==> config.mk <==
export PLATFORM = sky130hd
export DESIGN_NAME = i2c_dac_level_writer_core
export DESIGN_NICKNAME = d
export VERILOG_FILES = /design/src/rtl/idlw_pkg.sv /design/src/rtl/i2c_dac_level_writer_core.sv /design/src/rtl/idlw_cfg.sv /design/src/rtl/idlw_seq.sv
export SDC_FILE = /design/constraint.sdc
export NUM_CORES = 1
export LEC_CHECK = 0
export BUFFER_PORTS_ARGS = -buffer_cell sky130_fd_sc_hd__buf_2
export CAP_MARGIN = 5
export CORE_ASPECT_RATIO = 1.25
export CORE_UTILIZATION = 60
export DETAILED_ROUTE_END_ITERATION = 7
export PLACE_DENSITY = 0.85
export SYNTH_ARGS = -nofsm -noshare
export SYNTH_HDL_FRONTEND = slang
export SYNTH_SLANG_ARGS = --single-unit
==> constraint.sdc <==
create_clock -name clk -period 9.7 [get_ports clk]
set_clock_uncertainty 0.05 [all_clocks]
set_input_delay 1.455 -clock clk [delete_from_list [all_inputs] [get_ports clk]]
set_output_delay 1.455 -clock clk [all_outputs]
set_load 0.02 [all_outputs]
==> src/rtl/idlw_pkg.sv <==
`timescale 1ns / 1ps
// ----------------------------------------------------------------------------
// idlw_pkg
// Shared types, register codes and byte selection for the DAC level writer.
// ----------------------------------------------------------------------------
package idlw_pkg;

	localparam int unsigned LevelW = 12;
	localparam int unsigned WaitW  = 16;
	localparam int unsigned AddrW  = 4;
	localparam int unsigned DataW  = 32;

	localparam logic [7:0]        DevAddrRst = 8'h50;
	localparam logic [7:0]        CmdByteRst = 8'h2f;
	localparam logic [WaitW-1:0]  TimeoutRst = 16'd2000;

	typedef enum logic [1:0] {
		REG_DEV_ADDR = 2'd0,
		REG_CMD_BYTE = 2'd1,
		REG_TIMEOUT  = 2'd2,
		REG_NONE     = 2'd3
	} reg_idx_t;

	typedef enum logic [3:0] {
		SEG_IDLE  = 4'd0,
		SEG_POLL  = 4'd1,
		SEG_START = 4'd2,
		SEG_BLO   = 4'd3,
		SEG_BHI   = 4'd4,
		SEG_ALO   = 4'd5,
		SEG_AHI   = 4'd6,
		SEG_AHOLD = 4'd7,
		SEG_P0    = 4'd8,
		SEG_P1    = 4'd9
	} seg_t;

	typedef enum logic [1:0] {
		ST_OK      = 2'd0,
		ST_NOT_RDY = 2'd1,
		ST_NACK    = 2'd2
	} status_t;

	typedef struct packed {
		logic [7:0]       device_address;
		logic [7:0]       command_byte;
		logic [WaitW-1:0] ready_timeout;
	} cfg_t;

	typedef struct packed {
		logic [1:0] status;
		logic       done_res;
		logic       busy_res;
		logic       sda_out;
		logic       sda_oe;
		logic       scl;
	} res_t;

	function automatic logic [7:0] byte_for(input logic [1:0] n, input cfg_t cfg,
			input logic [LevelW-1:0] lvl);
		logic [7:0] b;
		case (n)
			2'd0:    b = cfg.device_address;
			2'd1:    b = cfg.command_byte;
			2'd2:    b = lvl[11:4];
			default: b = {lvl[3:0], 4'h0};
		endcase
		return b;
	endfunction

endpackage

==> src/rtl/i2c_dac_level_writer_core.sv <==
`timescale 1ns / 1ps
// ----------------------------------------------------------------------------
// i2c_dac_level_writer_core
// I2C master sequencer that writes a twelve-bit level to a DAC, one bus
// segment per tick word.
// ----------------------------------------------------------------------------
// Channel   Direction  Contents
// s_*       in         opcode in tuser; level, sda_in in tdata
// m_*       out        scl, sda_oe, sda_out, busy_res, done_res, status
// APB       in/out     device_address, command_byte, ready_timeout
//
// Each input word gives one result word on the cycle after it is taken.
// A new word is taken every cycle while the result register is empty or
// being drained, so a stalled m_tready holds the input side by one word.
// Reset clears the sequencer to idle and loads the register defaults.
// ----------------------------------------------------------------------------
module i2c_dac_level_writer_core (
	input  logic                          clk,
	input  logic                          arst_n,
	input  logic                          s_tvalid,
	output logic                          s_tready,
	input  logic [15:0]                   s_tdata,  // level[11:0], sda_in[12], zero[15:13]
	input  logic                          s_tuser,  // opcode[0]
	output logic                          m_tvalid,
	input  logic                          m_tready,
	output logic [7:0]                    m_tdata,  // scl, sda_oe, sda_out, busy_res,
	                                                // done_res, status[6:5], zero[7]
	input  logic                          psel,
	input  logic                          penable,
	input  logic                          pwrite,
	input  logic [idlw_pkg::AddrW-1:0]    paddr,
	input  logic [idlw_pkg::DataW-1:0]    pwdata,
	output logic [idlw_pkg::DataW-1:0]    prdata,
	output logic                          pready
);

	idlw_pkg::cfg_t cfg;
	idlw_pkg::res_t res;
	idlw_pkg::res_t res_q;
	logic           out_vld_q;
	logic           in_fire;

	assign s_tready = !out_vld_q || m_tready;
	assign in_fire  = s_tvalid && s_tready;
	assign m_tvalid = out_vld_q;
	assign m_tdata  = {1'b0, res_q};

	idlw_cfg u_cfg (
		.clk     (clk),
		.arst_n  (arst_n),
		.psel    (psel),
		.penable (penable),
		.pwrite  (pwrite),
		.paddr   (paddr),
		.pwdata  (pwdata),
		.prdata  (prdata),
		.pready  (pready),
		.cfg     (cfg)
	);

	idlw_seq u_seq (
		.clk    (clk),
		.arst_n (arst_n),
		.step   (in_fire),
		.opcode (s_tuser),
		.level  (s_tdata[11:0]),
		.sda_in (s_tdata[12]),
		.cfg    (cfg),
		.res    (res)
	);

	always_ff @(posedge clk or negedge arst_n) begin
		if (!arst_n) begin
			out_vld_q <= 1'b0;
		end else if (in_fire) begin
			out_vld_q <= 1'b1;
		end else if (m_tready) begin
			out_vld_q <= 1'b0;
		end
	end

	always_ff @(posedge clk) begin
		if (in_fire) begin
			res_q <= res;
		end
	end

endmodule

==> src/rtl/idlw_cfg.sv <==
`timescale 1ns / 1ps
// ----------------------------------------------------------------------------
// idlw_cfg
// Register file behind the APB port: address, command byte and timeout.
// ----------------------------------------------------------------------------
module idlw_cfg (
	input  logic                          clk,
	input  logic                          arst_n,
	input  logic                          psel,
	input  logic                          penable,
	input  logic                          pwrite,
	input  logic [idlw_pkg::AddrW-1:0]    paddr,
	input  logic [idlw_pkg::DataW-1:0]    pwdata,
	output logic [idlw_pkg::DataW-1:0]    prdata,
	output logic                          pready,
	output idlw_pkg::cfg_t                cfg
);

	idlw_pkg::cfg_t     cfg_q;
	idlw_pkg::reg_idx_t idx;
	logic               wr_en;

	assign idx    = idlw_pkg::reg_idx_t'(paddr[3:2]);
	assign wr_en  = psel & penable & pwrite;
	assign pready = 1'b1;
	assign cfg    = cfg_q;

	always_ff @(posedge clk or negedge arst_n) begin
		if (!arst_n) begin
			cfg_q.device_address <= idlw_pkg::DevAddrRst;
			cfg_q.command_byte   <= idlw_pkg::CmdByteRst;
			cfg_q.ready_timeout  <= idlw_pkg::TimeoutRst;
		end else if (wr_en) begin
			case (idx)
				idlw_pkg::REG_DEV_ADDR: cfg_q.device_address <= pwdata[7:0];
				idlw_pkg::REG_CMD_BYTE: cfg_q.command_byte   <= pwdata[7:0];
				idlw_pkg::REG_TIMEOUT:  cfg_q.ready_timeout  <= pwdata[idlw_pkg::WaitW-1:0];
				default: ;
			endcase
		end
	end

	always_comb begin
		case (idx)
			idlw_pkg::REG_DEV_ADDR: prdata = {24'h0, cfg_q.device_address};
			idlw_pkg::REG_CMD_BYTE: prdata = {24'h0, cfg_q.command_byte};
			idlw_pkg::REG_TIMEOUT:  prdata = {16'h0, cfg_q.ready_timeout};
			default:                prdata = '0;
		endcase
	end

endmodule

==> src/rtl/idlw_seq.sv <==
`timescale 1ns / 1ps
// ----------------------------------------------------------------------------
// idlw_seq
// Bus segment sequencer: state registers and the next-state and line logic.
// ----------------------------------------------------------------------------
module idlw_seq (
	input  logic                           clk,
	input  logic                           arst_n,
	input  logic                           step,
	input  logic                           opcode,
	input  logic [idlw_pkg::LevelW-1:0]    level,
	input  logic                           sda_in,
	input  idlw_pkg::cfg_t                 cfg,
	output idlw_pkg::res_t                 res
);

	logic                          active_q, active_d;
	idlw_pkg::seg_t                seg_q, seg_d;
	logic [3:0]                    bit_cnt_q, bit_cnt_d;
	logic [1:0]                    byte_cnt_q, byte_cnt_d;
	logic [7:0]                    shift_q, shift_d;
	logic [idlw_pkg::LevelW-1:0]   level_q, level_d;
	logic [idlw_pkg::WaitW-1:0]    wait_q, wait_d;
	logic                          nack_q, nack_d;
	logic                          done;
	idlw_pkg::status_t             status;

	always_ff @(posedge clk or negedge arst_n) begin
		if (!arst_n) begin
			active_q   <= 1'b0;
			seg_q      <= idlw_pkg::SEG_IDLE;
			bit_cnt_q  <= '0;
			byte_cnt_q <= '0;
			shift_q    <= '0;
			level_q    <= '0;
			wait_q     <= '0;
			nack_q     <= 1'b0;
		end else if (step) begin
			active_q   <= active_d;
			seg_q      <= seg_d;
			bit_cnt_q  <= bit_cnt_d;
			byte_cnt_q <= byte_cnt_d;
			shift_q    <= shift_d;
			level_q    <= level_d;
			wait_q     <= wait_d;
			nack_q     <= nack_d;
		end
	end

	always_comb begin
		active_d   = active_q;
		seg_d      = seg_q;
		bit_cnt_d  = bit_cnt_q;
		byte_cnt_d = byte_cnt_q;
		shift_d    = shift_q;
		level_d    = level_q;
		wait_d     = wait_q;
		nack_d     = nack_q;
		done       = 1'b0;
		status     = idlw_pkg::ST_OK;

		if (opcode) begin
			if (!active_q) begin
				level_d    = level;
				active_d   = 1'b1;
				seg_d      = idlw_pkg::SEG_POLL;
				wait_d     = '0;
				nack_d     = 1'b0;
				bit_cnt_d  = '0;
				byte_cnt_d = '0;
				shift_d    = '0;
			end
		end else if (active_q) begin
			case (seg_q)
				idlw_pkg::SEG_POLL: begin
					if (sda_in) begin
						seg_d = idlw_pkg::SEG_START;
					end else begin
						wait_d = wait_q + 1'b1;
						if (wait_d == '0 || wait_d >= cfg.ready_timeout) begin
							active_d = 1'b0;
							seg_d    = idlw_pkg::SEG_IDLE;
							done     = 1'b1;
							status   = idlw_pkg::ST_NOT_RDY;
						end
					end
				end
				idlw_pkg::SEG_START: begin
					byte_cnt_d = '0;
					bit_cnt_d  = '0;
					shift_d    = idlw_pkg::byte_for(2'd0, cfg, level_q);
					seg_d      = idlw_pkg::SEG_BLO;
				end
				idlw_pkg::SEG_BLO: seg_d = idlw_pkg::SEG_BHI;
				idlw_pkg::SEG_BHI: begin
					shift_d   = {shift_q[6:0], 1'b0};
					bit_cnt_d = bit_cnt_q + 1'b1;
					seg_d     = bit_cnt_d[3] ? idlw_pkg::SEG_ALO : idlw_pkg::SEG_BLO;
				end
				idlw_pkg::SEG_ALO: seg_d = idlw_pkg::SEG_AHI;
				idlw_pkg::SEG_AHI: begin
					if (byte_cnt_q == 2'd0 && sda_in) begin
						nack_d = 1'b1;
					end
					seg_d = idlw_pkg::SEG_AHOLD;
				end
				idlw_pkg::SEG_AHOLD: begin
					if (byte_cnt_q == 2'd3) begin
						seg_d = idlw_pkg::SEG_P0;
					end else begin
						byte_cnt_d = byte_cnt_q + 1'b1;
						shift_d    = idlw_pkg::byte_for(byte_cnt_d, cfg, level_q);
						bit_cnt_d  = '0;
						seg_d      = idlw_pkg::SEG_BLO;
					end
				end
				idlw_pkg::SEG_P0: seg_d = idlw_pkg::SEG_P1;
				idlw_pkg::SEG_P1: begin
					active_d = 1'b0;
					seg_d    = idlw_pkg::SEG_IDLE;
					done     = 1'b1;
					status   = nack_q ? idlw_pkg::ST_NACK : idlw_pkg::ST_OK;
				end
				default: begin
					active_d = 1'b0;
					seg_d    = idlw_pkg::SEG_IDLE;
				end
			endcase
		end
	end

	always_comb begin
		res.busy_res = active_d;
		res.done_res = done;
		res.status   = status;
		res.scl      = 1'b1;
		res.sda_oe   = 1'b0;
		res.sda_out  = 1'b0;
		case (seg_d)
			idlw_pkg::SEG_START: begin
				res.sda_oe = 1'b1;
			end
			idlw_pkg::SEG_BLO: begin
				res.scl     = 1'b0;
				res.sda_oe  = 1'b1;
				res.sda_out = shift_d[7];
			end
			idlw_pkg::SEG_BHI: begin
				res.sda_oe  = 1'b1;
				res.sda_out = shift_d[7];
			end
			idlw_pkg::SEG_ALO: res.scl = 1'b0;
			idlw_pkg::SEG_P0: begin
				res.scl    = 1'b0;
				res.sda_oe = 1'b1;
			end
			default: ;
		endcase
	end

endmodule

Yosys cells after proc, flatten, opt, wreduce, memory -nomap -nowiden
Index checks and enable logic that the tools add are counted.
{"block": "word_totals", "regBits": 88, "latch_bits": 0, "ram_bits": 0, "romBits": 0, "inputBits": 60, "out_inout_bits": 43, "memories": 0}
{"block": "classes", "n_addsub": 3, "n_mul": 0, "div_mod_pow": 0, "n_lt_le_gt_ge": 1, "eq_ne": 22, "n_shift": 0, "mux": 51, "bitwise_logic": 3, "n_reduce_logical": 29}
{"cell": "$mux W16", "count": 5}
{"cell": "$pmux W16 S3", "count": 1}
{"cell": "$pmux W8 S3", "count": 2}
{"cell": "$mux W4", "count": 10}
{"cell": "$mux W8", "count": 4}
{"cell": "$pmux W4 S8", "count": 1}
{"cell": "$eq A4 B3 Y1 const B", "count": 6}
{"cell": "$reduce_and A5 Y1", "count": 4}
{"cell": "$add A16 B1 Y16 const B", "count": 1}
{"cell": "$eq A4 B2 Y1 const B", "count": 4}
{"cell": "$ge A16 B16 Y1", "count": 1}
{"cell": "$logic_not A16 Y1", "count": 1}
{"cell": "$mux W1", "count": 16}
{"cell": "$eq A4 B4 Y1 const B", "count": 3}
{"cell": "$mux W2", "count": 6}
{"cell": "$pmux W4 S3", "count": 1}
{"cell": "$reduce_bool A2 Y1", "count": 5}
{"cell": "$pmux W2 S2", "count": 2}
{"cell": "$reduce_or A7 Y1", "count": 1}
{"cell": "$eq A2 B2 Y1 const B", "count": 3}
{"cell": "$logic_not A2 Y1", "count": 3}
{"cell": "$reduce_and A2 Y1", "count": 3}
{"cell": "$add A4 B1 Y4 const B", "count": 1}
{"cell": "$eq A2 B1 Y1 const B", "count": 2}
{"cell": "18 further kinds", "count": 23}

Longest topological paths before layout
Gate-level depths: netlist (run 1).
{"block": "logic_depth", "depth_word": 11, "ltp_mapped": 14, "mapped_depth_nobuf": 14}

Hierarchy
Synthesis (run 1) repeated with hierarchy kept, for this count alone.
{"block": "unflattened", "cells_unflattened": 519, "hier_area_um2": 5313.8}
{"module": "idlw_seq", "n_inst": 1, "cells_each": 381, "area_per_inst_um2": 3440.8, "seq_area_each_um2": 1201.2}
{"module": "idlw_cfg", "n_inst": 1, "cells_each": 125, "area_per_inst_um2": 1597.8, "seq_area_each_um2": 817.0}
{"module": "i2c_dac_level_writer_core", "n_inst": 1, "cells_each": 13, "area_per_inst_um2": 275.3, "seq_area_each_um2": 235.2}

Least setup slack after synthesis (run 1)
OpenSTA, ideal clock, no wires.
{"block": "synth_path", "path_kind": "input-to-output", "startpoint": "input port paddr[3] in the netlist's numbering", "endpoint": "output port prdata[0] in the netlist's numbering", "arrival_ns": 2.512, "t_required_ns": 8.195, "setup_slack_ns": 5.683, "cell_stages": 5, "path_buffers": 2, "cell_sequence": "clkbuf_1 -> nor2b_1 -> clkbuf_1 -> nand2_1 -> o21ai_0"}
{"block": "synth_via", "elab_chain_len": 2}
{"item": "start, declared", "line_no": "i2c_dac_level_writer_core.sv:31", "rtl": "input logic [idlw_pkg::AddrW-1:0] paddr,"}
{"item": "$eq A2 B2 Y1 (tied with other cells)", "line_no": "idlw_cfg.sv:44", "rtl": "case (idx)"}
{"item": "$pmux W16 S3 *", "line_no": "idlw_cfg.sv:44"}
{"item": "end, declared", "line_no": "i2c_dac_level_writer_core.sv:33", "rtl": "output logic [idlw_pkg::DataW-1:0] prdata,"}
Mark *: on every way between the ends. The rest lies on a longest branch, timed or not.

Worst setup path after layout (run 1)
{"block": "layout_path", "startpoint": "input port paddr[3] in the netlist's numbering", "endpoint": "output port prdata[5] in the netlist's numbering"}
Same word-level chain as after synthesis.

==> results.json, run 1 <==
{
  "cp-startpoint": "paddr[3]",
  "async_flop_share_pct": 92.0,
  "drcViolationCount": 0,
  "cts_setup_buffers": 0,
  "place.port_buffers": 63,
  "power_mw": 1.20,
  "finalCritPeriodShare_pct": 46.6,
  "via_per_inst": 6.02,
  "synth_top_cell_area_share_pct": 31.6,
  "avgSynthCellArea_um2": 9.84,
  "cts_max_level": 3,
  "die_area_um2": 9350,
  "syn_inst": 547,
  "r2r_slack_ns": 5.93,
  "synth.cell_area_um2": 5380,
  "slowest_stage": "nor2b_1",
  "first_pass_iters": 5,
  "die_y_um": 108,
  "wl_per_cell_um": 16.4,
  "r2r_start": "u_seq.wait_q[0]",
  "synth_seq_cells": 88,
  "cts_buffer_depth": 2,
  "maxSlewHeadroom_pct": 20.9,
  "drtIter0Drc": 348,
  "slowest_delay_ns": 0.86,
  "p_switching_mw": 0.430,
  "cp_cell_sequence": "buf_2, nor2b_1, nand2_1, o21ai_0, buf_2",
  "grt_usage_pct": 27.6,
  "drive_above_1_share_pct": 23.4,
  "synth.distinct_cells": 69,
  "hpwlAfterDp_um": 8620,
  "worstSetupPathType": "in2out",
  "r2r_cells": 12,
  "fin_nets": 680,
  "holdBufCountCts": 0,
  "worstSetupEndpoint": "prdata[5]",
  "cts_buffers": 9,
  "vdd_drop_max_mv": 0.156,
  "grt_pass1_wl_um": 19900,
  "ys_seq_area_share_pct": 41.9,
  "cp_common_cell": "buf_2",
  "initial_core_util_pct": 61.8,
  "grt_pass1_vias": 4255,
  "p_clk_share_pct": 23.7,
  "via_count": 4319,
  "clkTransAtPathRegs_ns": 0.09,
  "crit_family": "simple AND/OR/NAND/NOR gates",
  "cts_resized": 0,
  "rsz0062_at_grt": "no",
  "grt_max_degree": 82,
  "start_kind": "primary input",
  "cts_tree": "yes",
  "holdCritPathClass": "reg2reg",
  "worst_pin_slew_ns": 1.18,
  "cp.arrival_ns": 3.02,
  "core_um2": 8700,
  "powerDensity_nw_per_um2": 205,
  "overflow": 0,
  "drtAntennaViolNets": 0,
  "yosys.area.top_type": "dfrtp_1",
  "synth_ff_type": "dfrtp_1",
  "area_growth_pct": 8.86,
  "cts_num_sinks": 88,
  "ys_top_cells_by_count": "dfrtp_1 (68), nand2_1 (59), o21ai_0 (36), nor2_1 (34), mux2_2 (30)",
  "worst-path-stages": 5,
  "cellLeakagePower_nw": 2.80,
  "status": "finished, final reports clean",
  "slew_violations": 0,
  "synthTopCellsByArea": "dfrtp_1 (32%), dfstp_2 (6.3%), ha_1 (6.3%), mux2_2 (6.3%), nand2_1 (4.1%)",
  "tns_ns": 0,
  "min_period_ns": 4.52,
  "ys_warn_count": 0,
  "clock.fmax_mhz": 221,
  "routabilityCongestion": 0.877,
  "p_int_mw": 0.771,
  "maxCapViolations": 0,
  "rows": 38,
  "cp.required_ns": 8.20,
  "endpoint_kind": "output pin",
  "p_comb_share_pct": 30.9,
  "swShare_pct": 35.8,
  "crit_buf_inv": 2,
  "finalSetupViolCount": 0,
  "cts_root_buffer": "clkbuf_8",
  "reg2reg_to": "m_tdata[1]",
  "antenna_found_initial": 0,
  "die_width_um": 86.7,
  "worstPathMaxFanout": 16,
  "yosysMostFrequentCell": "dfrtp_1",
  "ios": 103,
  "diodes": 0,
  "drt_wl_total_um": 11800,
  "hold_viol": 0,
  "seqPwrFrac_pct": 45.4,
  "synth-edff-count": 7,
  "clk_latency_ns": 0.36
}
logic make-up (layout without fill, tap and decap cells):
logic type / after synthesis / in the layout / share of synthesized area (%)
adder cells (fa/ha/maj): 27 / 27 / 6.28
multiplexers: 42 / 42 / 8.51
AND/OR/NAND/NOR: 171 / 171 / 15.9
XOR/XNOR: 19 / 19 / 3.23
AO/OA/AOI/OAI: 128 / 128 / 16.8
buffers and inverters: 70 / 105 / 7.23
other: 2 / 18 / 0.140
flip-flops: 88 / 88 / 41.9
cell usage in the layout, fill, tap and decap left out, drive strengths merged, types with 4 or more instances in the layout:
cell / instances
nand4: 8
and2: 12
nor4: 4
xor2: 9
xnor2: 10
a211oi: 4
mux2: 30
nand3: 14
nand2: 59
ha: 27
mux2i: 12
a222oi: 7
nor3: 8
and3: 9
nor2b: 6
o31ai: 4
o21ai: 42
nand2b: 4
conb: 18
inv: 23
dfstp: 13
clkbuf: 13
buf: 65
dfrtp: 68
a21oi: 11
edfxtp: 7
a31oi: 6
a21o: 4
nor2: 35
or4: 5
a22o: 22
a22oi: 6
worst reg2reg max path: cells and delay by family, from the launching register on:
kind / cells / cell delay (ns)
compound gates: 4 / 1.15
simple gates: 5 / 1.07
fa+ha+maj: 2 / 0.53
flops: 1 / 0.46
xor+xnor: 1 / 0.28
per-layer routing:
metal / up-vias / part of all wire (%) / global-route usage (%)
met5: - / 0 / 0
met4: 0 / 2.7 / 12.6
met3: 29 / 5.1 / 4.29
met2: 177 / 52 / 49.5
met1: 2086 / 40 / 31.9
li1: 2027 / - / -
layout make-up:
| class | count | area (um^2) |
|---|---|---|
| tap | 120 | 150 |
| sequential | 88 | 2250 |
| timing repair buffer | 65 | 333 |
| clock buffer | 13 | 180 |
| inverter | 24 | 90.1 |
| multi-input combinational | 405 | 2800 |
| fill | 675 | 2840 |
| clock inverter | 3 | 47.5 |
state kept, by name, summed over array words and instances, names as in the netlist:
name	flops
u_seq.seg_q	4
u_seq.byte_cnt_q	2
u_seq.bit_cnt_q	4
u_seq.active_q	1
u_seq.shift_q	8
m_tdata	7
u_cfg.cfg	32
m_tvalid	1
u_seq.wait_q	16
u_seq.nack_q	1
u_seq.level_q	12
metrics by stage:
stage                     util (%)  hold slack, ns  cell area, um^2  std cells  setup WS, ns
after floorplan                  -           0.400             5440        563          5.68
after global routing          67.3           0.486             5860        718          5.01
final                         67.3           0.454             5860        718          5.18
after detailed placement      64.7           0.431             5630        702          5.19
after global placement        64.7           0.421             5630        702          5.30
after CTS                     67.3           0.454             5860        718          5.20
power by group through the flow:
| stage | registers, mW | logic [mW] | clock network, mW |
|---|---|---|---|
| final | 0.545 | 0.371 | 0.285 |
| after floorplan | 0.510 | 0.316 | 0 |
| after global routing | 0.556 | 0.413 | 0.303 |
| after global placement | 0.542 | 0.349 | 0 |
| after detailed placement | 0.549 | 0.367 | 0 |
| after CTS | 0.542 | 0.371 | 0.289 |
worst min path at each step:
stage / endpoint / cells after the start / startpoint
after CTS: u_seq.shift_q[0] / 2 / u_seq.shift_q[0]
after global placement: u_seq.shift_q[2] / 2 / u_seq.shift_q[2]
after global routing: u_seq.level_q[8] / 1 / u_seq.level_q[8]
after detailed placement: u_seq.shift_q[1] / 2 / u_seq.shift_q[1]
after floorplan: u_seq.shift_q[2] / 2 / u_seq.shift_q[2]
final: u_seq.shift_q[0] / 2 / u_seq.shift_q[0]
Note: power is estimated with default switching activity, not from simulation.
==> inputs of run 2 (changes only) <==
--- a/config.mk
+++ b/config.mk
@@ -8,9 +8,9 @@
 export BUFFER_PORTS_ARGS = -buffer_cell sky130_fd_sc_hd__buf_2
 export CAP_MARGIN = 5
 export CORE_ASPECT_RATIO = 1.25
-export CORE_UTILIZATION = 60
+export CORE_UTILIZATION = 51
 export DETAILED_ROUTE_END_ITERATION = 7
-export PLACE_DENSITY = 0.85
+export PLACE_DENSITY = 0.76
 export SYNTH_ARGS = -nofsm -noshare
 export SYNTH_HDL_FRONTEND = slang
 export SYNTH_SLANG_ARGS = --single-unit
==> constraint.sdc (replaced) <==
create_clock -name clk -period 3.82 [get_ports clk]
set_clock_uncertainty 0.05 [all_clocks]
set_input_delay 0.573 -clock clk [delete_from_list [all_inputs] [get_ports clk]]
set_output_delay 0.573 -clock clk [all_outputs]
set_load 0.02 [all_outputs]
==> run 2 against run 1 <==
Flip-flop and latch count unchanged. Clock power rose to 2.8 times the previous value. Register-to-register slack worse by 5.7 ns. Worst setup slack worse by 4.9 ns. Wire length up 3.4%. Critical path depth up 7. Global-route usage down 4.2 points. Via count about the same. Die area up 17%. Hold slack worse by 0.12 ns. Combinational power rose to 2.5 times the previous value.
==> results.json, run 2 (synthesis results as in run 1) <==
{
  "worstPathMaxFanout": 6,
  "holdBufCountCts": 0,
  "first_pass_iters": 7,
  "place_inst": 713,
  "die_width_um": 93.9,
  "clk_latency_ns": 0.35,
  "clkTransAtPathRegs_ns": 0.07,
  "initial_core_util_pct": 53.0,
  "vdd_drop_max_mv": 0.304,
  "core_um2": 10200,
  "rows": 41,
  "tns_ns": 0,
  "cts_num_sinks": 88,
  "cts_root_buffer": "clkbuf_16",
  "holdCritPathClass": "in2async",
  "antenna_found_initial": 0,
  "most-common-layout-cells": "dfrtp_1 (67), buf_2 (62), nand2_1 (59)",
  "diodes": 0,
  "finalCritPeriodShare_pct": 93.2,
  "drive_above_1_share_pct": 23.7,
  "finalSetupViolCount": 0,
  "cellLeakagePower_nw": 2.81,
  "routabilityCongestion": 0.857,
  "stdcell_count": 729,
  "dpl_cell_area_um2": 5660,
  "fin_area_um2": 5930,
  "overflow": 0,
  "cp.arrival_ns": 3.60,
  "maxCapViolations": 0,
  "hpwlAfterDp_um": 8890,
  "grt_pass1_vias": 4143,
  "maxSlewHeadroom_pct": 18.9,
  "hold_viol": 0,
  "fin_nets": 682,
  "wl_per_cell_um": 16.7,
  "drcViolationCount": 0,
  "power_mw": 3.14,
  "grt_pass1_wl_um": 19700,
  "cts_buffer_depth": 2,
  "grt_max_degree": 82,
  "worstSetupPathType": "reg2reg",
  "via_per_inst": 5.92,
  "clock.fmax_mhz": 281,
  "cts_max_level": 3,
  "die_area_um2": 11000,
  "endpoint_kind": "flop",
  "die_y_um": 117,
  "cts_tree": "yes",
  "cts_buffers": 9,
  "worst_pin_slew_ns": 1.21,
  "start_kind": "flop",
  "drt_wl_total_um": 12200,
  "whs_ns": 0.335,
  "cts_resized": 0,
  "via_count": 4315,
  "ios": 103,
  "rsz0062_at_grt": "no",
  "slew_violations": 0,
  "timing.final.ws_setup_ns": 0.259,
  "status": "finished, final reports clean",
  "largest_register_ff_count": 32,
  "cts_setup_buffers": 0,
  "place.port_buffers": 63,
  "fin_util_pct": 58.4,
  "drtIter0Drc": 186,
  "cp.required_ns": 3.86,
  "grt_usage_pct": 23.4,
  "min_period_ns": 3.56,
  "post-place-ws_ns": 0.186,
  "drtAntennaViolNets": 0,
  "area_growth_pct": 10.3,
  "layout_commonest_cell": "dfrtp_1",
  "powerDensity_nw_per_um2": 529
}
==> run 2: area by class of cell <==
cell class	count	area [um^2]
repair buffers	67	348
flip-flops and latches	88	2250
multi-input cells	405	2820
fillers	906	4230
clock buffers	12	236
inverters	24	90.1
clock inverters	4	25.0
well taps	129	161
==> run 2: final timing paths <==
check	startpoint	endpoint	slack [ns]	cells past startpoint
setup / recovery	u_seq.wait_q[0]	m_tdata[1]	0.26	12
hold / removal	arst_n	u_cfg.cfg[11]	0.33	1
setup reg to reg	u_seq.wait_q[0]	m_tdata[1]	0.26	12
hold reg to reg	u_seq.bit_cnt_q[3]	u_seq.bit_cnt_q[3]	0.44	2
max in group asynchronous	arst_n	u_seq.wait_q[4]	2.68	1
min in group clk	pwdata[13]	u_cfg.cfg[13]	0.39	3
==> run 2: worst max-delay path, cell delays in order (launching register included) <==
cell	delay [ns]
dfrtp_1	0.45
ha_1	0.26
nand2_1	0.11
or4_4	0.51
xnor2_1	0.24
ha_1	0.27
o2111ai_1	0.28
nor2_1	0.09
a2bb2oi_1	0.15
nand3_1	0.18
a211oi_4	0.32
nor4_1	0.09
a211o_1	0.31
==> run 2: layer usage <==
metal | up-vias | track usage [%] | routed length [um]
li1 | 2033 | - | -
met5 | - | 0 | 0
met1 | 2115 | 27.5 | 5010
met3 | 28 | 3.36 | 509
met4 | 0 | 12.3 | 362
met2 | 139 | 41.3 | 6310
==> run 2: report_power, final <==
part / switching [mW] / internal (mW)
combinational: 0.533 / 0.412
sequential: 0.215 / 1.17
clock: 0.370 / 0.440
total: 1.12 / 2.02
